`src/rtl/rpbb_pkg.sv`:
```
// Package for the rotated point bounding box block.
// Holds the fixed-point widths, payload structs and register codes.
// No dependencies.
package rpbb_pkg;

  localparam int COORD_BITS = 24;
  localparam int COEF_BITS  = 16;
  localparam int COEF_FRAC  = COEF_BITS - 2;
  localparam int NUM_AXES   = 3;
  localparam int ROW_BITS   = NUM_AXES * COEF_BITS;
  localparam int PROD_BITS  = COORD_BITS + COEF_BITS;
  localparam int SUM_BITS   = PROD_BITS + 2;
  localparam int SHR_BITS   = SUM_BITS - COEF_FRAC;
  localparam int DATA_BITS  = 64;
  localparam int ADDR_BITS  = 5;
  localparam int IDX_LSB    = 3;

  typedef logic [ROW_BITS-1:0] row_t;
  typedef logic signed [COORD_BITS-1:0] coord_t;

  typedef enum logic [ADDR_BITS-IDX_LSB-1:0] {
    REG_ROW0 = 2'd0,
    REG_ROW1 = 2'd1,
    REG_ROW2 = 2'd2
  } reg_t;

  typedef struct packed {
    coord_t point_x;
    coord_t point_y;
    coord_t point_z;
    logic   last_point;
  } point_t;

  typedef struct packed {
    coord_t                centre_x;
    coord_t                centre_y;
    coord_t                centre_z;
    logic [COORD_BITS-1:0] extent_x;
    logic [COORD_BITS-1:0] extent_y;
    logic [COORD_BITS-1:0] extent_z;
  } box_t;

  // rotated point handed from the rotate pipeline to the bounds stage
  typedef struct packed {
    logic                  valid;
    logic                  last;
    coord_t [NUM_AXES-1:0] q;
  } rot_t;

endpackage

```
`src/rtl/rpbb_cfg.sv`:
```
// APB-style register file holding the three rotation matrix rows.
// Depends on rpbb_pkg.
module rpbb_cfg import rpbb_pkg::*; (
  input  logic                         clk,
  input  logic                         rst,
  input  logic                         psel,
  input  logic                         penable,
  input  logic                         pwrite,
  input  logic [ADDR_BITS-1:0]         paddr,
  input  logic [DATA_BITS-1:0]         pwdata,
  output logic [DATA_BITS-1:0]         prdata,
  output logic                         pready,
  output row_t [NUM_AXES-1:0]          rows
);

  logic [ADDR_BITS-IDX_LSB-1:0] idx;
  logic                         wr;

  assign idx    = paddr[ADDR_BITS-1:IDX_LSB];
  assign pready = 1'b1;
  assign wr     = psel && penable && pwrite && pready;

  always_ff @(posedge clk) begin
    if (rst) begin
      rows[0] <= ROW_BITS'(1) << COEF_FRAC;
      rows[1] <= ROW_BITS'(1) << (COEF_FRAC + COEF_BITS);
      rows[2] <= ROW_BITS'(1) << (COEF_FRAC + 2 * COEF_BITS);
    end else if (wr) begin
      case (idx)
        REG_ROW0: rows[0] <= pwdata[ROW_BITS-1:0];
        REG_ROW1: rows[1] <= pwdata[ROW_BITS-1:0];
        REG_ROW2: rows[2] <= pwdata[ROW_BITS-1:0];
        default: ;
      endcase
    end
  end

  always_comb begin
    case (idx)
      REG_ROW0: prdata = DATA_BITS'(rows[0]);
      REG_ROW1: prdata = DATA_BITS'(rows[1]);
      REG_ROW2: prdata = DATA_BITS'(rows[2]);
      default:  prdata = '0;
    endcase
  end

endmodule

```
`config.mk`:
```
export PLATFORM = sky130hd
export DESIGN_NAME = rpbb_cfg
export DESIGN_NICKNAME = d
export VERILOG_FILES = /design/src/rtl/rpbb_pkg.sv /design/src/rtl/rpbb_cfg.sv
export SDC_FILE = /design/constraint.sdc
export NUM_CORES = 1
export LEC_CHECK = 0
export BUFFER_PORTS_ARGS = -buffer_cell sky130_fd_sc_hd__buf_2
export CAP_MARGIN = 25
export CORE_MARGIN = 1.5
export CORE_UTILIZATION = 52
export CTS_CLUSTER_DIAMETER = 40
export DETAILED_ROUTE_END_ITERATION = 12
export PLACE_DENSITY = 0.85
export SLEW_MARGIN = 40
export SYNTH_ARGS = -nofsm -noshare
export SYNTH_HDL_FRONTEND = slang
export SYNTH_SLANG_ARGS = --single-unit
```
`constraint.sdc`:
```
create_clock -name clk -period 2.9 [get_ports clk]
set_input_delay 0.29 -clock clk [delete_from_list [all_inputs] [get_ports clk]]
set_output_delay 0.29 -clock clk [all_outputs]
set_load 0.01 [all_outputs]
```
### After elaboration in Yosys (flattened, before gate mapping)

Cells that the tools add are included.

* bits in registers: 144
* bits of input ports: 74
* output and inout port bits: 209
* word-level logic and storage cells: 12

* equal/unequal tests: 2
* multiplexer cells: 1
* reductions and logical operators: 6

Operators with widths (count)
* $pmux 48 s3: 1
* $reduce_and 2->1: 3
* $eq 2x1->1 const B: 1
* $eq 2x2->1 const B: 1
* $logic_and 1x1->1: 2
* $logic_not 2->1: 1

### Depth between registers and ports, before layout

Gate-level depths: netlist of the first run.

* depth after elaboration: 3
* depth in mapped cells: 6
* mapped depth without buffers: 3

### Worst setup path before layout of the first run

No wires, ideal clock.

* path type: input to output
* start: input paddr[3]
* end: output prdata[26]
* arrival time: 1.345 ns
* data required time: 2.610 ns
* setup slack: 1.265 ns
* stages on the path: 5
* path through: buf_2 > buf_2 > buf_2 > mux2i_1 > o21ai_0

* word-level cells in the longest chain between the ends: 2
* elaborated cells on any way between the ends: 4
* classes of those cells: eq/ne: 2; mux: 1; reduce/logical: 1

RTL lines
* from (decl): RTL line rpbb_cfg.sv:9 `input logic [ADDR_BITS-1:0] paddr,`
* $eq 2x2->1, or another cell as far along: RTL line rpbb_cfg.sv:39 `case (idx)`
* $pmux 48 s3 (*): RTL line rpbb_cfg.sv:39
* to (decl): RTL line rpbb_cfg.sv:11 `output logic [DATA_BITS-1:0] prdata,`

Mark *: on every way between the ends. The rest lies on a longest branch, timed or not.

### Final worst setup path of the first run

* start: input paddr[3]
* end: output prdata[25]

The elaborated chain is that of the path after synthesis.

==> flow_metrics.py, run 1 <==
metrics = {
    "setup_path": {
        "critPathCapture": "prdata[25]",
        "worstSetupEndpointType": "output pin",
        "worstPathArrival_ns": 1.70,
        "regToRegSetupSlack_ns": 2.18,
        "cp_max_fo": 27,
        "critPathLaunchType": "input port",
        "timing.critical_path.from": "paddr[3]",
        "worstReg2RegEnd": "rows[48]",
        "crit_type": "input port to output pin",
        "r2r-start": "rows[48]",
        "required_ns": 2.61,
        "r2r_cells": 2,
    },
    "floorplan": {
        "core_um2": 12800,
        "die_h_um": 118,
        "dieArea_um2": 13900,
        "io_pins": 283,
        "start_util": 0.539,
        "die_w_um": 118,
        "num_rows": 41,
    },
    "global_routing": {
        "globalRouteOverflowTotal": 0,
        "grt_pass1_vias": 5509,
        "track_usage": 0.244,
        "grt_max_degree": 99,
        "antenna_found_initial": 0,
        "grt_first_pass_wirelength_mm": 27.6,
    },
    "finish": {
        "reg_top3": "rows x144",
        "largest_reg_flops": 144,
        "regArea_um2": 2880,
        "area_growth_pct": 27.1,
        "nets": 1004,
        "insertedDiodeCount": 0,
        "fin_cells": 1115,
        "drive_above_1_share": 0.312,
        "fillers": 1034,
        "fin_area_um2": 8750,
        "multi_input_area_um2": 3680,
        "top_register": "rows",
    },
    "cts": {
        "hold_buffers": 0,
        "cts_tree": "done",
        "cts_max_path_buffers": 2,
        "h-tree-depth": 4,
        "postCtsSetupBuffers": 0,
        "clk_latency_ns": 0.40,
        "cts_sinks": 144,
        "cts_root_buffer": "clkbuf_16",
        "cts.clk_slew.worst_paths_ns": 0.06,
        "cts_resized": 0,
        "numCtsBuffers": 17,
    },
    "sta": {
        "slew_violations": 0,
        "setup_viol": 0,
        "period_minus_slack_ns": 1.99,
        "holdWs_ns": 0.150,
        "max_clock_freq_mhz": 502,
        "setup-tns-final_ns": 0,
        "rsz0062_at_grt": "no",
        "post-route-period-util": 0.687,
        "worstMarginPinSlew_ns": 0.570,
        "final_hold_viol_count": 0,
        "slew_headroom": 0.620,
        "worst_clock_skew_ns": 0,
    },
    "placed_design": {
        "port_buffers": 246,
        "gp_congestion": 0.777,
        "dp.cells": 1083,
        "placed_area_um2": 8140,
        "hpwl_mm": 11.9,
    },
    "synth": {
        "yosysWarnings": 0,
        "synth_edf_count": 0,
        "async_flop_share": 0,
        "synth_top_area_cell": "dfxtp_1",
        "synth_seq_cells": 144,
        "yosysMostFrequentCell": "mux2i_1",
        "synth_top_cell_area_share": 0.419,
        "syn_area_per_cell_um2": 9.75,
        "synthCells": 706,
        "synth_ff_type": "dfxtp_1",
        "seq_area_frac_synth": 0.419,
        "ys_top_cells_by_count": "192 x mux2i_1, 189 x nand2b_1, 144 x dfxtp_1",
        "synth.area.top_cells": "dfxtp_1 42%, mux2i_1 28%, nand2b_1 17%",
        "syn_area_um2": 6880,
        "synth_cell_types": 19,
    },
    "drt": {
        "dr.pass1.iters": 4,
        "via_per_inst": 5.06,
        "wl_per_cell_um": 15.5,
        "vias": 5644,
        "drtIter0Drc": 292,
        "drc_errors": 0,
        "drtAntennaViolNets": 0,
        "routed_wl_mm": 17.2,
    },
    "power": {
        "vdd_drop_max_uv": 326,
        "power_mw": 4.58,
        "power_leakage_nw": 4.53,
        "pwr_density_cell_nw_per_um2": 524,
    },
    "outcome": {
        "status": "complete, no violations",
    },
    "worst_hold_path": {
        "hold_path.class": "input port to flip-flop",
    },
    "flow_run": {
        "cap_violations": 0,
    },
}
==> worst max-delay path, cell delays in order <==
cell	delay, ns
buf_4	0.27
nor2b_4	0.48
buf_12	0.24
nand2_1	0.07
o21ai_0	0.13
buf_2	0.20
==> per-layer routing <==
| metal | global-route usage | routed length (um) | vias up |
|---|---|---|---|
| li1 | - | - | 2764 |
| met1 | 0.302 | 7780 | 2686 |
| met2 | 0.426 | 8430 | 187 |
| met3 | 0.0606 | 929 | 7 |
| met4 | 0.0541 | 102 | 0 |
| met5 | 0 | 0 | - |
==> power by group <==
| part | internal [mW] | total (mW) | switching, mW |
|---|---|---|---|
| Combinational | 0.153 | 0.340 | 0.187 |
| Sequential | 2.00 | 2.03 | 0.0218 |
| Clock | 1.38 | 2.22 | 0.837 |
==> area by class of cell <==
class	count	share of cell area
clock buffer	20	0.0510
clock inverter	12	0.0183
multi-input combinational	507	0.421
sequential	144	0.329
tap	172	0.0246
timing repair buffer	260	0.156
==> logic make-up (layout without fill, tap and decap cells) <==
logic type | after synthesis | in the layout | share of synthesized area
AOI/OAI and AO/OA | 48 | 48 | 0.0349
buffers and inverters | 70 | 292 | 0.0576
DFF | 144 | 144 | 0.419
muxes | 192 | 192 | 0.279
other | 2 | 17 | 0.00109
and+or+nand+nor | 250 | 250 | 0.208
==> layout by cell type, fill, tap and decap left out <==
cell,n
clkinv_2,1
nand3_1,1
buf_2,244
nand4_1,1
dfxtp_1,144
nand2_1,48
inv_6,1
nand2b_1,189
nor3_4,1
conb_1,17
clkbuf_8,1
clkbuf_16,17
clkinvlp_4,4
clkbuf_1,2
buf_12,2
nor3b_2,1
mux2i_1,192
buf_4,14
or3b_2,1
nor2_1,6
o21ai_0,48
clkinv_4,3
or3_1,1
bufinv_16,3
nor2b_4,1
==> stage by stage <==
step                      setup WS (ns)   util
final                             0.907  0.685
after global routing              0.861  0.685
after CTS                         0.956  0.685
after detailed placement          0.958  0.638
after global placement            0.971  0.638
after floorplan                    1.27      -
==> worst min path at each step <==
stage / end / cells past startpoint / startpoint
6_report: rows[142] / 3 / pwdata[46]
5_1_grt: rows[142] / 3 / pwdata[46]
4_1_cts: rows[142] / 3 / pwdata[46]
3_5_place_dp: rows[13] / 2 / rows[13]
3_3_place_gp: rows[25] / 2 / rows[25]
2_1_floorplan: rows[142] / 2 / pwdata[46]
Power figures use the tool's default switching activity.
==> run 2, diff against run 1 <==
- CORE_UTILIZATION: 52 -> 49
- PLACE_DENSITY: 0.85 -> 0.81
- clock period: 2.9 -> 2.1 ns (I/O delays scaled with it)
==> flow_metrics.py, run 2 (synthesis results as in run 1) <==
metrics = {
    "outcome": {
        "status": "complete, no violations",
    },
    "flow_run": {
        "cap_violations": 0,
    },
    "setup_path": {
        "cp_max_fo": 17,
        "worstSetupEndpointType": "output pin",
        "worstPathArrival_ns": 1.47,
        "crit_type": "input port to output pin",
        "r2r_cells": 2,
        "required_ns": 1.89,
        "worstReg2RegEnd": "rows[76]",
        "r2r-start": "rows[76]",
        "path_buf_inv": 4,
        "crit_path_frequent_cell": "buf_4",
        "cp_slowest_cell": "buf_4",
        "critical_path.cell_chain": "buf_4 > buf_4 > buf_4 > mux2i_1 > o21ai_0 > buf_2",
        "cpPeakStageDelay_ns": 0.32,
        "critical_path.top_delay_family": "buffers and inverters",
        "critPathLaunchType": "input port",
        "regToRegSetupSlack_ns": 1.40,
    },
    "finish": {
        "final_common_cell": "buf_2",
        "drive_above_1_share": 0.313,
        "regArea_um2": 2880,
        "largest_reg_flops": 144,
        "multi_input_area_um2": 3680,
        "insertedDiodeCount": 0,
        "nets": 1006,
        "top_register": "rows",
        "area_growth_pct": 28.6,
        "fin_util": 0.643,
        "fillers": 1163,
        "reg_top3": "rows x144",
        "final_cell_mix": "244 x buf_2, 192 x mux2i_1, 189 x nand2b_1",
    },
    "power": {
        "p_clk_frac": 0.504,
        "seq_power_share": 0.424,
        "power_leakage_nw": 4.59,
        "vdd_drop_max_uv": 464,
        "switching_share": 0.215,
        "pwr_density_cell_nw_per_um2": 746,
        "power_mw": 6.60,
        "p_sw_mw": 1.42,
        "internal_power_mw": 5.19,
        "p_comb_frac": 0.072,
    },
    "sta": {
        "rsz0062_at_grt": "no",
        "post-route-period-util": 0.800,
        "setup-tns-final_ns": 0,
        "final_hold_viol_count": 0,
        "holdWs_ns": 0.0765,
        "max_clock_freq_mhz": 595,
        "period_minus_slack_ns": 1.68,
        "slew_headroom": 0.569,
        "setup_viol": 0,
        "setup_ws_ns": 0.420,
        "worst_clock_skew_ns": 0,
        "worstMarginPinSlew_ns": 0.647,
        "slew_violations": 0,
    },
    "floorplan": {
        "die_w_um": 122,
        "start_util": 0.500,
        "core_um2": 13800,
        "io_pins": 283,
        "dieArea_um2": 14800,
        "die_h_um": 122,
        "num_rows": 43,
    },
    "global_routing": {
        "grt_max_degree": 94,
        "antenna_found_initial": 0,
        "globalRouteOverflowTotal": 0,
        "track_usage": 0.230,
        "grt_pass1_vias": 5291,
        "grt_first_pass_wirelength_mm": 26.5,
    },
    "drt": {
        "drtAntennaViolNets": 0,
        "wl_per_cell_um": 15.1,
        "dr.pass1.iters": 5,
        "routed_wl_mm": 16.9,
        "vias": 5654,
        "via_per_inst": 5.03,
        "drtIter0Drc": 252,
        "drc_errors": 0,
    },
    "cts": {
        "cts_resized": 0,
        "hold_buffers": 0,
        "numCtsBuffers": 17,
        "cts_sinks": 144,
        "h-tree-depth": 4,
        "postCtsSetupBuffers": 0,
        "cts_max_path_buffers": 2,
        "cts_root_buffer": "clkbuf_16",
        "cts.clk_slew.worst_paths_ns": 0.06,
        "clk_latency_ns": 0.41,
        "cts_tree": "done",
    },
    "worst_hold_path": {
        "hold_path.class": "input port to flip-flop",
        "whs_path_depth": 3,
        "hp-start": "pwdata[30]",
        "hold_path_end": "rows[78]",
    },
    "placed_design": {
        "gp_congestion": 0.737,
        "preCtsSetupSlack_ns": 0.390,
        "hpwl_mm": 11.5,
        "port_buffers": 246,
    },
}
[run 2: cell types whose count changed in the layout (fill, tap and decap cells not counted), sizes merged]
cell      previous run  this run
clkinvlp             4         1
inv                  1         0
bufinv               3         5
clkbuf              20        22
buf                260       262
[run 2: worst reg2reg max path, stage by stage, from the launching register on]
cell and delay [ns]:
dfxtp_1 0.36, nand2b_1 0.07, mux2i_1 0.18
[run 2: area by class of cell]
cell class                 instances  share of cell area
sequential                       144               0.326
clock inverter                    10              0.0205
timing repair buffer             262               0.159
tap                              180              0.0254
clock buffer                      22              0.0536
multi-input combinational        507               0.416
[run 2: per-stage QoR]
step	instances	area (um2)
after global routing	1125	8850
after global placement	1093	8190
after detailed placement	1093	8190
final	1125	8850
after CTS	1125	8850
after floorplan	721	6940
[run 2: layer usage]
layer | GRT usage | up-vias | wire length (um)
li1 | - | 2776 | -
met3 | 0.0562 | 24 | 876
met5 | 0 | - | 0
met2 | 0.386 | 184 | 8200
met4 | 0.0941 | 0 | 288
met1 | 0.282 | 2670 | 7570
[run 2: power by group through the flow]
stage	clock network (mW)	registers, mW	logic (mW)
global route	3.52	2.80	0.517
floorplan	0	2.87	0.313
global placement	0	2.86	0.473
finish	3.33	2.80	0.477
detailed placement	0	2.86	0.477
CTS	3.39	2.80	0.479
[run 2: worst max-delay path by stage]
stage | cells past startpoint | end | startpoint
2_1_floorplan | 5 | prdata[26] | paddr[3]
4_1_cts | 5 | prdata[40] | paddr[3]
3_5_place_dp | 5 | prdata[40] | paddr[3]
3_3_place_gp | 5 | prdata[40] | paddr[3]
6_report | 6 | prdata[7] | paddr[3]
5_1_grt | 6 | prdata[7] | paddr[3]
==> run 3, diff against run 2 <==
- ABC_AREA: not set -> 1
- CORE_UTILIZATION: 49 -> 44
- PLACE_DENSITY: 0.81 -> 0.77
- clock period: 2.1 -> 1.5 ns (I/O delays scaled with it)
==> flow_metrics.py, run 3 <==
metrics = {
    "sta": {
        "worst_clock_skew_ns": 0,
        "setup_viol": 0,
        "holdWs_ns": 0.0345,
        "setup-tns-final_ns": 0,
        "max_clock_freq_mhz": 764,
        "period_minus_slack_ns": 1.31,
        "post-route-period-util": 0.872,
        "setup_ws_ns": 0.191,
        "slew_violations": 0,
        "final_hold_viol_count": 0,
        "rsz0062_at_grt": "no",
    },
    "setup_path": {
        "r2r_cells": 2,
        "cp_slowest_cell": "buf_12",
        "cp_max_fo": 54,
        "crit_type": "input port to output pin",
        "cpPeakStageDelay_ns": 0.28,
        "crit_path_frequent_cell": "buf_2",
        "worstSetupEndpointType": "output pin",
        "critPathLaunchType": "input port",
        "critical_path.cell_chain": "buf_2 > inv_2 > nor2_4 > buf_12 > nand2_1 > nand3_1 > buf_2",
        "required_ns": 1.35,
        "worstPathArrival_ns": 1.16,
    },
    "synth": {
        "synth.area.top_cells": "dfxtp_1 43%, nand2_1 16%, nor2_1 16%",
        "synthCells": 1067,
        "synth_edf_count": 0,
        "yosysMostFrequentCell": "nand2_1",
        "synth_top_area_cell": "dfxtp_1",
        "synth_fa_ha_area_frac": 0,
        "synth_top_family_by_area": "simple AND/OR/NAND/NOR gates",
        "synth_compound_area_frac": 0.00223,
        "seq_area_frac_synth": 0.428,
        "syn_area_per_cell_um2": 6.31,
        "syn_area_um2": 6730,
        "ys_top_cells_by_count": "292 x nand2_1, 287 x nor2_1, 193 x nand3_1",
        "synth_cell_types": 13,
        "yosysWarnings": 0,
        "synth_mux_area_frac": 0,
        "synthXorXnorAreaFrac": 0,
        "synth_top_cell_area_share": 0.428,
        "async_flop_share": 0,
        "synth_seq_cells": 144,
        "synth-simple-area-share": 0.468,
        "synth_ff_type": "dfxtp_1",
    },
    "finish": {
        "top_register": "rows",
        "fin_area_um2": 8850,
        "area_growth_pct": 31.6,
        "nets": 1353,
        "drive_above_1_share": 0.238,
        "fillers": 1480,
        "final_common_cell": "nand2_1",
        "reg_top3": "rows x144",
        "fin_cells": 1480,
        "regArea_um2": 2880,
        "largest_reg_flops": 144,
        "multi_input_area_um2": 3280,
        "final_cell_mix": "292 x nand2_1, 282 x nor2_1, 246 x buf_2",
        "insertedDiodeCount": 0,
    },
    "floorplan": {
        "die_w_um": 127,
        "die_h_um": 127,
        "core_um2": 15100,
        "dieArea_um2": 16000,
        "io_pins": 283,
        "start_util": 0.446,
        "num_rows": 45,
    },
    "placed_design": {
        "dp.cells": 1445,
        "preCtsSetupSlack_ns": 0.195,
        "hpwl_mm": 12.6,
        "port_buffers": 246,
        "placed_area_um2": 8170,
        "gp_congestion": 0.768,
    },
    "cts": {
        "cts_root_buffer": "clkbuf_16",
        "hold_buffers": 3,
        "h-tree-depth": 4,
        "cts_tree": "done",
        "cts_resized": 0,
        "postCtsSetupBuffers": 0,
        "cts_sinks": 144,
        "cts_max_path_buffers": 2,
        "numCtsBuffers": 17,
        "clk_latency_ns": 0.41,
        "cts.clk_slew.worst_paths_ns": 0.06,
    },
    "drt": {
        "wl_per_cell_um": 13.1,
        "routed_wl_mm": 19.5,
        "vias": 7202,
        "drtIter0Drc": 379,
        "drc_errors": 0,
        "drtAntennaViolNets": 0,
        "via_per_inst": 4.87,
        "dr.pass1.iters": 8,
    },
    "flow_run": {
        "cap_violations": 0,
    },
    "power": {
        "pwr_density_cell_nw_per_um2": 1080,
        "vdd_drop_max_uv": 693,
        "power_leakage_nw": 4.55,
    },
    "global_routing": {
        "grt_pass1_vias": 6264,
        "track_usage": 0.239,
        "grt_max_degree": 72,
        "globalRouteOverflowTotal": 0,
        "antenna_found_initial": 0,
        "grt_first_pass_wirelength_mm": 30.9,
    },
    "outcome": {
        "status": "complete, no violations",
    },
    "worst_hold_path": {
        "whs_path_depth": 3,
        "hold_path.class": "input port to flip-flop",
    },
}
[run 3: report_power, final]
| part | switching (mW) | internal, mW |
|---|---|---|
| Clock | 1.60 | 3.01 |
| Combinational | 0.599 | 0.341 |
| Sequential | 0.0662 | 3.91 |
[run 3: cell families after synthesis]
logic type,Yosys count
and+or+nand+nor,774
DFF,144
buffers and inverters,144
AOI/OAI and AO/OA,3
other,2
[run 3: critical path, delay by kind of cell]
family                 cells  cell delay [ns]
buffers and inverters      4             0.64
AND/OR/NAND/NOR            3             0.33
[run 3: layout make-up]
| cell class | instances | share of cell area |
|---|---|---|
| multi-input combinational | 794 | 0.370 |
| sequential | 144 | 0.326 |
| timing repair buffer | 270 | 0.182 |
| clock buffer | 24 | 0.0567 |
| tap | 188 | 0.0266 |
| inverter | 52 | 0.0223 |
| clock inverter | 8 | 0.0168 |
[run 3: routing by layer]
layer,up-vias,track usage,share of wire
met4,0,0.0836,0.015
li1,3687,-,-
met2,274,0.415,0.49
met5,-,0,0
met1,3217,0.295,0.43
met3,24,0.0502,0.064
[run 3: per-stage QoR]
step / power [mW] / utilization
2_1_floorplan: 4.65 / -
4_1_cts: 9.60 / 0.587
5_1_grt: 9.91 / 0.587
6_report: 9.53 / 0.587
3_5_place_dp: 4.99 / 0.541
3_3_place_gp: 4.98 / 0.541
[run 3: worst paths after layout]
check                           startpoint          to  slack [ns]
worst max-delay path              paddr[4]  prdata[39]        0.19
worst min-delay path                   rst    rows[78]        0.03
worst max register to register   rows[114]   rows[114]        0.88
worst min register to register    rows[91]    rows[91]        0.49
