===== src/rtl/rpbb_pkg.sv =====
// Package for the rotated point bounding box block.
// Holds the fixed-point widths, payload structs and register codes.
// No dependencies.
package rpbb_pkg;

  localparam int COORD_BITS = 24;
  localparam int COEF_BITS  = 16;
  localparam int COEF_FRAC  = COEF_BITS - 2;
  localparam int NUM_AXES   = 3;
  localparam int ROW_BITS   = NUM_AXES * COEF_BITS;
  localparam int PROD_BITS  = COORD_BITS + COEF_BITS;
  localparam int SUM_BITS   = PROD_BITS + 2;
  localparam int SHR_BITS   = SUM_BITS - COEF_FRAC;
  localparam int DATA_BITS  = 64;
  localparam int ADDR_BITS  = 5;
  localparam int IDX_LSB    = 3;

  typedef logic [ROW_BITS-1:0] row_t;
  typedef logic signed [COORD_BITS-1:0] coord_t;

  typedef enum logic [ADDR_BITS-IDX_LSB-1:0] {
    REG_ROW0 = 2'd0,
    REG_ROW1 = 2'd1,
    REG_ROW2 = 2'd2
  } reg_t;

  typedef struct packed {
    coord_t point_x;
    coord_t point_y;
    coord_t point_z;
    logic   last_point;
  } point_t;

  typedef struct packed {
    coord_t                centre_x;
    coord_t                centre_y;
    coord_t                centre_z;
    logic [COORD_BITS-1:0] extent_x;
    logic [COORD_BITS-1:0] extent_y;
    logic [COORD_BITS-1:0] extent_z;
  } box_t;

  // rotated point handed from the rotate pipeline to the bounds stage
  typedef struct packed {
    logic                  valid;
    logic                  last;
    coord_t [NUM_AXES-1:0] q;
  } rot_t;

endpackage


===== src/rtl/rpbb_bounds.sv =====
// Running min/max per axis and the result register with centre and extents.
// Depends on rpbb_pkg.
module rpbb_bounds import rpbb_pkg::*; (
  input  logic clk,
  input  logic rst,
  input  rot_t rot,
  input  logic box_stall,
  output logic adv,
  output logic box_valid,
  output box_t box
);

  logic                  started;
  coord_t [NUM_AXES-1:0] low;
  coord_t [NUM_AXES-1:0] high;
  coord_t [NUM_AXES-1:0] low_next;
  coord_t [NUM_AXES-1:0] high_next;
  coord_t [NUM_AXES-1:0] centre;
  logic [NUM_AXES-1:0][COORD_BITS-1:0] extent;
  box_t                  box_next;
  logic                  emit;

  // only a last point waiting behind a stalled result holds the pipeline
  assign adv  = !(rot.valid && rot.last && box_valid && box_stall);
  assign emit = adv && rot.valid && rot.last;

  always_comb begin
    logic signed [COORD_BITS:0] sum;
    logic signed [COORD_BITS:0] diff;
    for (int a = 0; a < NUM_AXES; a++) begin
      low_next[a]  = (!started || rot.q[a] < low[a])  ? rot.q[a] : low[a];
      high_next[a] = (!started || rot.q[a] > high[a]) ? rot.q[a] : high[a];
      sum  = (COORD_BITS+1)'(high_next[a]) + (COORD_BITS+1)'(low_next[a]);
      diff = (COORD_BITS+1)'(high_next[a]) - (COORD_BITS+1)'(low_next[a]);
      centre[a] = sum[COORD_BITS:1];
      extent[a] = diff[COORD_BITS-1:0];
    end
    box_next.centre_x = centre[0];
    box_next.centre_y = centre[1];
    box_next.centre_z = centre[2];
    box_next.extent_x = extent[0];
    box_next.extent_y = extent[1];
    box_next.extent_z = extent[2];
  end

  always_ff @(posedge clk) begin
    if (rst) begin
      started   <= 1'b0;
      low       <= '0;
      high      <= '0;
      box_valid <= 1'b0;
    end else begin
      if (adv && rot.valid) begin
        low     <= low_next;
        high    <= high_next;
        started <= !rot.last;
      end
      if (emit) begin
        box_valid <= 1'b1;
      end else if (!box_stall) begin
        box_valid <= 1'b0;
      end
    end
  end

  always_ff @(posedge clk) begin
    if (emit) begin
      box <= box_next;
    end
  end

  a_emit_from_last: assert property (@(posedge clk) disable iff (rst)
    $rose(box_valid) |-> $past(rot.valid && rot.last))
    else $error("result raised without a last point");

  a_corner_order: assert property (@(posedge clk) disable iff (rst)
    started |-> (low[0] <= high[0] && low[1] <= high[1] && low[2] <= high[2]))
    else $error("low corner above high corner");

  a_new_set: assert property (@(posedge clk) disable iff (rst)
    emit |=> !started)
    else $error("set not restarted after last point");

endmodule


===== config.mk =====
export PLATFORM = sky130hd
export DESIGN_NAME = rpbb_bounds
export DESIGN_NICKNAME = d
export VERILOG_FILES = /design/src/rtl/rpbb_pkg.sv /design/src/rtl/rpbb_bounds.sv
export SDC_FILE = /design/constraint.sdc
export NUM_CORES = 1
export LEC_CHECK = 0
export BUFFER_PORTS_ARGS = -buffer_cell sky130_fd_sc_hd__buf_2
export CORE_MARGIN = 2
export CORE_UTILIZATION = 39
export CTS_CLUSTER_DIAMETER = 120
export DETAILED_ROUTE_END_ITERATION = 7
export SLEW_MARGIN = 10
export SYNTH_ARGS = -nofsm -noshare
export SYNTH_HDL_FRONTEND = slang
export SYNTH_SLANG_ARGS = --single-unit

===== constraint.sdc =====
create_clock -name clk -period 9.9 [get_ports clk]
set_clock_uncertainty 0.15 [all_clocks]
set_input_delay 0 -clock clk [delete_from_list [all_inputs] [get_ports clk]]
set_output_delay 0 -clock clk [all_outputs]
set_load 0.1 [all_outputs]

# --- Word-level counts from Yosys, hierarchy flattened ---
# Cells that the tools add are included.
classes:
  n_addsub: 6
  n_lt_le_gt_ge: 6
  eq_ne: 1
  n_mux: 8
  reduce_logical: 14
ops:
  columns: ["operator", "n"]
  rows:
  - ["24-bit 2-to-1 mux", 6]
  - ["24-bit by 24-bit adder with 25-bit output", 3]
  - ["24-bit > comparator", 3]
  - ["24-bit < comparator", 3]
  - ["24-bit subtractor", 3]
  - ["1-bit logical OR", 6]
  - ["1-bit logical AND", 5]
  - ["1-bit zero test", 3]
  - ["1-bit 2-to-1 mux", 2]
  - ["2-bit by 1-bit inequality test with 1-bit output (second input constant)", 1]
word_totals:
  ff_bits: 290
  word_cells: 49

# --- Depth between registers and ports, before layout ---
# Gate-level depths: netlist of run 1.
logic_depth:
  depth_word: 7
  depth_mapped: 31
  mapped_depth_nobuf: 29

# --- Least setup slack after synthesis of run 1 ---
# Ideal clock, no wire load.
synth_timing:
  path_kind: "register to register"
  from: "reg box_valid"
  to: "reg box[0] in the netlist's numbering, enable pin"
  setup_ns: 0.697
  arrival_time_ns: 7.678
  slack_ns: 1.375
  stages_incl_launch_ff: 2
  path_cell_list: "dfxtp_1 -> a21oi_1"
synth_between:
  elab_chain_cells: 5
synth_rtl:
  columns: ["item", "line", "source"]
  rows:
  - ["start, declared", "rpbb_bounds.sv:9", "output logic box_valid,"]
  - ["start signal, assigned", "rpbb_bounds.sv:51", "box_valid <= 1'b0;"]
  - ["start signal, assigned", "rpbb_bounds.sv:59", "box_valid <= 1'b1;"]
  - ["start signal, assigned", "rpbb_bounds.sv:61", "box_valid <= 1'b0;"]
  - ["1-bit logical AND (2 in a row)", "rpbb_bounds.sv:24", "assign adv = !(rot.valid && rot.last && box_valid && box_stall);"]
  - ["1-bit zero test", "rpbb_bounds.sv:24", null]
  - ["1-bit logical AND (2 in a row)", "rpbb_bounds.sv:25", "assign emit = adv && rot.valid && rot.last;"]
  - ["net emit", "rpbb_bounds.sv:21", "logic emit;"]
  - ["end signal, assigned", "rpbb_bounds.sv:68", "box <= box_next;"]
  - ["end, declared", "rpbb_bounds.sv:10", "output box_t box"]
# The timed path passes the listed nets, and every way through them passes these cells.
# A chain may end at the register's enable or synchronous reset.

==> results of run 1 <==
-- area by class of cell --
cell class	instances	area (µm²)	area share, %
well taps	696	871	3.47
multi-input cells	1799	12700	50.6
inverters	267	1000	3.99
repair buffers	320	2060	8.19
clock inverters	16	210	0.837
clock buffers	53	1040	4.13
flip-flops and latches	290	7250	28.8
-- power groups by stage --
stage	sequential, W	combinational [W]	clock, W
detailed placement	0.00154	0.00203	0
CTS	0.00151	0.00207	0.00146
finish	0.00151	0.00207	0.00143
global placement	0.00153	0.00201	0
global route	0.00152	0.00225	0.00150
floorplan	0.00211	0.00104	0
-- through the flow --
stage                     instance area [µm²]  instances
after floorplan                         21300       2469
after global placement                  23000       3289
after detailed placement                23000       3289
after CTS                               25100       3441
after global routing                    25100       3441
final                                   25100       3441
-- Yosys cell counts (7+ instances only) --
cell,count
dfxtp_1,146
nor2b_1,18
buf_1,13
a211oi_1,106
xnor2_1,97
mux2i_1,47
o21a_1,17
or3_1,7
nor4_1,10
clkbuf_1,98
inv_1,266
and3_1,13
o21bai_1,38
a21oi_1,218
nor2_1,238
or2_2,7
nand4_1,28
xor2_1,32
nand2b_1,27
nand2_1,161
o21ai_0,131
edfxtp_1,144
a21o_1,87
nand3_1,66
ha_1,282
or4_1,8
nor3_1,34
a31oi_1,21
-- state kept, by name, indices dropped and copies added, names as in the netlist --
signal / flops
box: 144
box_valid: 1
high: 72
low: 72
started: 1
-- cell families (layout without fill, tap and decap cells) --
group | Yosys count | after routing | share of synthesized area [%]
AO/OA/AOI/OAI | 698 | 698 | 21.0
AND/OR/NAND/NOR | 634 | 634 | 13.5
buffers and inverters | 380 | 656 | 6.70
flip-flops | 290 | 290 | 34.0
adder cells (fa/ha/maj) | 288 | 288 | 17.1
XOR/XNOR | 129 | 129 | 5.30
multiplexers | 50 | 50 | 2.36
-- worst paths after layout --
kind / slack [ns] / endpoint / cells past startpoint / startpoint
setup / recovery: 3.06 / box[46] / 27 / low[25]
hold / removal: 0.16 / high[34] / 4 / rot[34]
setup reg to reg: 3.06 / box[46] / 27 / low[25]
hold reg to reg: 0.30 / high[33] / 2 / high[33]
-- routing by layer --
| layer | part of all wire [%] | up-vias |
|---|---|---|
| met2 | 46 | 400 |
| met3 | 4.6 | 85 |
| met4 | 2.3 | 2 |
| li1 | - | 9212 |
| met1 | 47 | 8551 |
| met5 | 0.023 | - |
-- critical path, cell delays in order (launching register included) --
cell      delay (ns)
dfxtp_1         0.31
inv_1           0.06
ha_1            0.27
a21o_1          0.16
a21o_1          0.17
a21o_1          0.17
a21o_1          0.17
a21o_1          0.18
a21o_1          0.18
a21oi_1         0.15
o31ai_1         0.17
a21oi_4         0.16
buf_4           0.40
mux2_2          0.41
ha_1            0.21
fa_1            0.41
o21bai_1        0.17
a21oi_1         0.12
o21bai_1        0.14
a21o_1          0.18
a21oi_1         0.11
o21ai_0         0.37
nand2_1         0.18
a211oi_1        0.46
nor2_1          0.12
a221oi_1        0.67
or4_1           0.22
nand4_1         0.09
-- placed cells by master, fill, tap and decap left out, types with 97 or more instances in the layout --
cell	n
a21oi_1	216
buf_2	221
inv_1	266
nand2_1	160
o21ai_0	131
dfxtp_1	146
ha_1	282
edfxtp_1	144
xnor2_1	97
nor2_1	236
a211oi_1	106
-- repair_timing --
action / 4_1_cts / 5_1_grt
gates resized for setup: 0 / 0
buffers inserted: 0 / 0
hold buffers: 83 / 0
hold endpoints to repair: 155 / 0
==> results_dict.tcl, run 1 <==
set metrics [dict create \
    p_sw_w 0.00206 \
    grt_start_max_net_pins 85 \
    vias 18300 \
    cts_max_level 2 \
    clkLatencyLatePin_ns 0.56 \
    rsz0062_at_grt "false" \
    die_area_mm2 0.0566 \
    post-route-period-util_pct 69.1 \
    clk_path_buf_depth 3 \
    clk_pin_slew_ns 0.06 \
    finalMaxSlewViolations 0 \
    wl_mm 57.7 \
    yosysSeqAreaShare_pct 34.0 \
    ant_nets 0 \
    synth_top_area_cell "edfxtp_1" \
    yosysWarnings 0 \
    p_leak_nw 10.8 \
    cts_buffers 38 \
    antenna_found_initial 1 \
    synth_area_mm2 0.0213 \
    syn-instance-count 2469 \
    ys_types 79 \
    setup_slack_ns 3.06 \
    worstPathMaxFanout 48 \
    power.density_mw_per_mm2 199 \
    slew_headroom_pct 22.9 \
    combPwrFrac_pct 41.4 \
    swShare_pct 41.1 \
    intPower_w 0.00295 \
    total_power_w 0.00501 \
    grt_use_met2_pct 33.4 \
    synth_ff_type "dfxtp_1" \
    start_util_pct 39.6 \
    dp_slack_ns 3.10 \
    synth.avg_cell_area_um2 8.64 \
    via_per_inst 5.30 \
    netlist_top_cells_area "edfxtp_1 20%, ha_1 17%, dfxtp_1 14%" \
    num_rows 85 \
    final_net_count 3081 \
    dieWidth_um 238 \
    firstDrtPassIters 5 \
    worstPathArrival_ns 6.99 \
    status "complete, no violations" \
    gp_congestion 0.897 \
    gr-usage-met1_pct 27.1 \
    cts_sinks 290 \
    n_antenna_cell 0 \
    worstHoldPathType "in -> reg" \
    async_flop_share_pct 0 \
    drive_gt1_share_pct 11.8 \
    grt-busiest-layer "met2" \
    ys_ff_latch 290 \
    root_buffer "clkbuf_16" \
    grt_pass1_wl_mm 92.7 \
    routedWlPerCell_um 16.8 \
    cap_viol_max_count 0 \
    cp-start-kind "flip-flop" \
    grt_pass1_vias 17600 \
    synth_edf_count 144 \
    ir_worst_vdd_v 0.000174 \
    drcViolationCount 0 \
    n_fill_cell 5103 \
    power_frac_seq_pct 30.2 \
    min_period_ns 6.84 \
    dp_hpwl_mm 42.1 \
    core_mm2 0.0539 \
    die_y_um 238 \
    drt_iter0_drc 1017 \
    ios 223 \
    p_clk_share_pct 28.5 \
    grt_usage_pct 20.1 \
    setup_viol 0 \
    cts_tree "built" \
    hold_violations 0 \
    critPathKind "reg -> reg" \
    syn_nets 2834 \
    fin_util_pct 46.6 \
    groute.layer.met3.usage_pct 3.08 \
    cp-end-kind "flip-flop" \
    io_buffer_count 222 \
    hold_ws_ns 0.163 \
    tightest_slew_ns 1.16 \
    fmax_mhz 146 \
    worst-endpoint-required_ns 10.05 \
    grt.overflow.total 0 \
    synth.top_cell.area_share_pct 20.3 \
    setup_tns_ns 0 \
    syn_to_final_growth_pct 17.8 \
]
Note: power is estimated with default switching activity, not from simulation.
==> run 2: changes to the inputs <==
- ABC_AREA: default -> 1
- clock period: 9.9 -> 7.1 ns (I/O delays scaled with it)
==> run 2 against run 1 <==
Worst hold slack improved by 0.060 ns. Largest power group unchanged. Combinational power increased by 43%. Critical path depth decreased by 10. Clock power up 40%. Non-clock buffer count up 9. Largest cell class unchanged. Final area increased by 5.1%. Critical path type unchanged.
==> results_dict.tcl, run 2 <==
set metrics [dict create \
    vias 19900 \
    m1WireLength_mm 29.3 \
    cts_setup_buffers 0 \
    syn-instance-count 3002 \
    grt_pass1_vias 18200 \
    core_mm2 0.0575 \
    power_frac_seq_pct 29.7 \
    r2r-start "low[47]" \
    largest_register_ffs 144 \
    clk_pin_slew_ns 0.06 \
    gp_congestion 0.920 \
    reg2reg_depth 17 \
    drive_gt1_share_pct 11.8 \
    start_util_pct 39.3 \
    routedWlPerCell_um 15.1 \
    cts_sinks 290 \
    critPathKind "reg -> reg" \
    synth_edf_count 144 \
    grt.overflow.total 0 \
    ys_ff_latch 290 \
    cp-end-kind "flip-flop" \
    crit_path_end "box[41]" \
    drt_iter0_drc 1161 \
    holdBufCountCts 94 \
    cp-start-kind "flip-flop" \
    combPwrFrac_pct 42.0 \
    antenna_found_initial 2 \
    die_area_mm2 0.0598 \
    p_leak_nw 13.3 \
    synth.top_cell.area_share_pct 19.2 \
    clk_path_buf_depth 3 \
    grt_start_max_net_pins 94 \
    synth.most_common_cell "inv_1" \
    io_buffer_count 222 \
    slew_headroom_pct 34.1 \
    intPower_w 0.00403 \
    syn_to_final_growth_pct 17.0 \
    synth_area_mm2 0.0226 \
    reg2reg_setup_slack_ns 1.85 \
    hold_violations 0 \
    design_area_mm2 0.0264 \
    cap_viol_max_count 0 \
    grt_usage_pct 20.0 \
    die_y_um 245 \
    rsz0062_at_grt "false" \
    grt_pass1_wl_mm 96.4 \
    netlist_top_cells_area "edfxtp_1 19%, ha_1 16%, dfxtp_1 13%" \
    post-route-period-util_pct 74.0 \
    ant_nets 0 \
    wl_met2_mm 27.3 \
    cts_tree "built" \
    tightest_slew_ns 0.989 \
    final_net_count 3624 \
    finalMaxSlewViolations 0 \
    synth.avg_cell_area_um2 7.52 \
    dieWidth_um 245 \
    met3RoutedLength_mm 2.83 \
    yosysWarnings 0 \
    ir_worst_vdd_v 0.000209 \
    worstPathArrival_ns 5.40 \
    reg_top3 "box x144, high x72, low x72" \
    cts_resized 0 \
    wl_mm 61.1 \
    synth_ff_type "dfxtp_1" \
    dpl_cell_area_mm2 0.0242 \
    synth_top_area_cell "edfxtp_1" \
    status "complete, no violations" \
    yosysSeqAreaShare_pct 32.1 \
    firstDrtPassIters 5 \
    drcViolationCount 0 \
    dp_hpwl_mm 46.1 \
    ys_types 53 \
    fmax_mhz 190 \
    min_period_ns 5.25 \
    mostFrequentLayoutCells "588 x inv_1, 495 x nand2_1, 339 x a21oi_1, 282 x ha_1, 221 x buf_2" \
    setup_tns_ns 0 \
    num_rows 88 \
    worst-endpoint-required_ns 7.25 \
    p_clk_share_pct 28.3 \
    via_per_inst 4.90 \
    root_buffer "clkbuf_16" \
    power.density_mw_per_mm2 267 \
    worstPathMaxFanout 25 \
    swShare_pct 43.0 \
    cts_buffers 39 \
    mostFrequentLayoutCell "inv_1" \
    p_sw_w 0.00304 \
    syn_nets 3367 \
    synthTopCellsByCount "588 x inv_1, 496 x nand2_1, 339 x a21oi_1" \
    setup_viol 0 \
    worstHoldStart "rot[27]" \
    topRoutingLayerUsed "met5" \
    worstHoldPathType "in -> reg" \
    clkLatencyLatePin_ns 0.57 \
    regMostFlops "box" \
    total_power_w 0.00707 \
    startpoint "low[47]" \
    cts_max_level 2 \
    r2r_end "box[41]" \
    ios 223 \
    async_flop_share_pct 0 \
    hold_ws_ns 0.223 \
]
-- run 2: per-layer routing --
layer / vias to the layer above / GRT usage [%]
met2: 440 / 31.5
met5: - / 0
li1: 10300 / -
met4: 2 / 6.53
met1: 8993 / 28.2
met3: 82 / 2.57
-- run 2: cell families (layout without fill, tap and decap cells) --
family	count (synthesis)	in the layout	synth area share, %
buf+inv	707	995	12.4
xor+xnor	122	122	4.73
other cells	0	1	0
compound gates	739	739	18.5
fa+ha+maj	288	288	16.2
flops	290	290	32.1
simple gates	856	856	16.1
-- run 2: power groups by stage --
| stage | Combinational (W) | Clock [W] | Sequential [W] |
|---|---|---|---|
| 2_1_floorplan | 0.00152 | 0 | 0.00292 |
| 3_3_place_gp | 0.00291 | 0 | 0.00213 |
| 3_5_place_dp | 0.00291 | 0 | 0.00213 |
| 4_1_cts | 0.00297 | 0.00207 | 0.00210 |
| 5_1_grt | 0.00326 | 0.00214 | 0.00211 |
| 6_report | 0.00297 | 0.00200 | 0.00210 |
-- run 2: per-stage QoR --
| stage | setup WS [ns] | cells | utilization, % |
|---|---|---|---|
| finish | 1.85 | 4056 | 46.0 |
| global route | 1.32 | 4056 | 46.0 |
| CTS | 1.85 | 4055 | 46.0 |
| detailed placement | 1.87 | 3889 | 42.1 |
| global placement | 1.87 | 3889 | 42.1 |
| floorplan | 1.85 | 3002 | - |
-- run 2: how the worst min path moves through the flow --
stage | end | slack, ns | cells past startpoint
after detailed placement | box_valid | 0.14 | 3
after global placement | box_valid | 0.14 | 3
after global routing | high[27] | 0.26 | 6
final | high[27] | 0.22 | 6
after CTS | high[27] | 0.19 | 6
after floorplan | box_valid | 0.02 | 2
-- run 2: layout make-up --
class / instances / area [µm²]
diodes: 1 / 2.50
multi-input cells: 2005 / 12500
fillers: 5898 / 31100
inverters: 594 / 2230
clock buffers: 49 / 1050
clock inverters: 23 / 223
well taps: 765 / 957
repair buffers: 329 / 2150
flip-flops and latches: 290 / 7250
-- run 2: worst max-delay path, cell delays in order, from the launching register on --
cell	delay, ns
dfxtp_1	0.33
inv_1	0.05
ha_1	0.35
nand4_1	0.14
nor3_1	0.34
o211ai_2	0.17
nand2_1	0.08
nand2_1	0.06
nand2_2	0.40
nand2_2	0.44
nand2_1	0.16
nand2_1	0.11
ha_1	0.40
o31ai_1	0.78
a21oi_1	0.21
o31ai_1	0.45
a31oi_1	0.18
xor2_1	0.17
==> run 3: changes to the inputs <==
- clock period: 7.1 -> 4.9 ns (I/O delays scaled with it)
==> run 3 against run 2 <==
Power is 45% higher. Combinational power rose by 52%. Wire length up 2.2%.
==> results_dict.tcl, run 3 (same netlist as run 2, synthesis figures left out) <==
set metrics [dict create \
    status "complete, no violations" \
    worst-endpoint-required_ns 5.04 \
    largest_register_ffs 144 \
    cp-end-kind "flip-flop" \
    vias 20300 \
    ant_nets 0 \
    cts_buffers 39 \
    setup_viol 0 \
    start_util_pct 39.3 \
    die_area_mm2 0.0598 \
    slowest_delay_ns 0.40 \
    cts_max_level 2 \
    clk_path_buf_depth 3 \
    worstHoldPathType "in -> reg" \
    setup_slack_ns 0.294 \
    worstPathMaxFanout 14 \
    p_leak_nw 13.7 \
    worstPathArrival_ns 4.74 \
    worstHoldStart "rot[72]" \
    grt_pass1_wl_mm 98.7 \
    slew_headroom_pct 22.8 \
    post-route-period-util_pct 94.0 \
    critPathKind "reg -> reg" \
    min_period_ns 4.61 \
    wl_mm 62.4 \
    fmax_mhz 217 \
    syn_to_final_growth_pct 20.2 \
    drcViolationCount 0 \
    r2r-start "high[45]" \
    cts_tree "built" \
    dieWidth_um 245 \
    mostFrequentLayoutCells "587 x inv_1, 494 x nand2_1, 335 x a21oi_1, 275 x ha_1, 221 x buf_2" \
    routedWlPerCell_um 15.1 \
    grt_pass1_vias 18700 \
    drive_gt1_share_pct 14.7 \
    num_rows 88 \
    clkLatencyLatePin_ns 0.56 \
    cp_cell_sequence "inv_1 > ha_1 > nand4_1 > nor3_2 > nand3_2 > o2111ai_2 > xnor2_1 > o21ai_4 > nand2_4 > nand2_1 > nand2_1 > inv_1 > ha_1 > fa_1 > nand3b_1 > nand2_1 > a21oi_4 > o21ai_2 > a21oi_2 > inv_1 > a31oi_2 > o21ai_2 > a21oi_1 > xor2_1" \
    mostFrequentLayoutCell "inv_1" \
    io_buffer_count 222 \
    firstDrtPassIters 5 \
    final_net_count 3702 \
    hold_violations 0 \
    cp_slowest_cell "fa_1" \
    cp-start-kind "flip-flop" \
    finalMaxSlewViolations 0 \
    dp_hpwl_mm 46.8 \
    cap_viol_max_count 0 \
    ir_worst_vdd_v 0.000249 \
    gp_congestion 0.933 \
    power.density_mw_per_mm2 378 \
    cts_sinks 290 \
    regMostFlops "box" \
    grt.overflow.total 0 \
    tightest_slew_ns 1.15 \
    antenna_found_initial 2 \
    reg_top3 "box x144, high x72, low x72" \
    grt_usage_pct 20.4 \
    core_mm2 0.0575 \
    startpoint "high[45]" \
    via_per_inst 4.91 \
    clk_pin_slew_ns 0.06 \
    fin_util_pct 47.2 \
    drt_iter0_drc 1088 \
    total_power_w 0.0103 \
    dp_slack_ns 0.129 \
    ios 223 \
    grt_start_max_net_pins 146 \
    die_y_um 245 \
    design_area_mm2 0.0271 \
    dpl_cell_area_mm2 0.0247 \
    root_buffer "clkbuf_16" \
]
## run 3: changes by cell type in the layout (fill, tap and decap cells not counted), moves of 3 or more
cell	before	now
o21ai_1	53	50
nor2_1	133	130
ha_2	0	6
buf_4	14	88
a21oi_1	339	335
bufinv_16	4	0
a21oi_2	11	14
o21ai_2	33	36
nor2_2	1	4
ha_1	282	275
buf_12	0	4
## run 3: layer usage
metal  track usage (%)  share of wire, %
met2              32.9                45
met4              5.45               2.1
met1              28.3                47
met5                 0             0.026
met3              3.14               5.6
## run 3: report_power, final
group	switching, W	internal, W
Clock	0.00117	0.00154
Combinational	0.00323	0.00128
Sequential	0.0000767	0.00296
## run 3: area by class of cell
| type | instances | area [µm²] |
|---|---|---|
| Inverter | 594 | 2230 |
| Fill cell | 5776 | 30400 |
| Sequential cell | 290 | 7250 |
| Timing Repair Buffer | 407 | 2790 |
| Multi-Input combinational cell | 2005 | 12700 |
| Tap cell | 765 | 957 |
| Antenna cell | 1 | 2.50 |
| Clock buffer | 48 | 1050 |
| Clock inverter | 22 | 130 |
## run 3: final timing paths
check	to	slack [ns]	depth (start not counted)
worst min register to register	high[48]	0.39	2
worst max register to register	box[44]	0.29	24
worst min-delay path	started	0.03	5
worst max-delay path	box[44]	0.29	24
## run 3: what timing repair did
item / 4_1_cts / 5_1_grt
gates resized for setup: 0 / 41
setup endpoints to repair: 0 / 39
hold buffers: 92 / 0
hold endpoints to repair: 147 / 0
buffers inserted: 0 / 13
## run 3: metrics by stage
stage / cells / setup TNS (ns) / hold WS [ns]
after global routing: 4132 / -0.116 / 0.105
after CTS: 4118 / 0 / 0.0784
after detailed placement: 3956 / 0 / 0.142
final: 4132 / 0 / 0.0343
after global placement: 3956 / 0 / 0.133
after floorplan: 3002 / 0 / 0.0208
## run 3: critical path, delay by kind of cell, from the launching register on
kind / cells / cell delay [ns]
AND/OR/NAND/NOR: 8 / 1.20
flip-flops: 1 / 0.33
XOR/XNOR: 2 / 0.34
buffers and inverters: 3 / 0.19
AO/OA/AOI/OAI: 8 / 1.18
adder cells (fa/ha/maj): 3 / 0.93
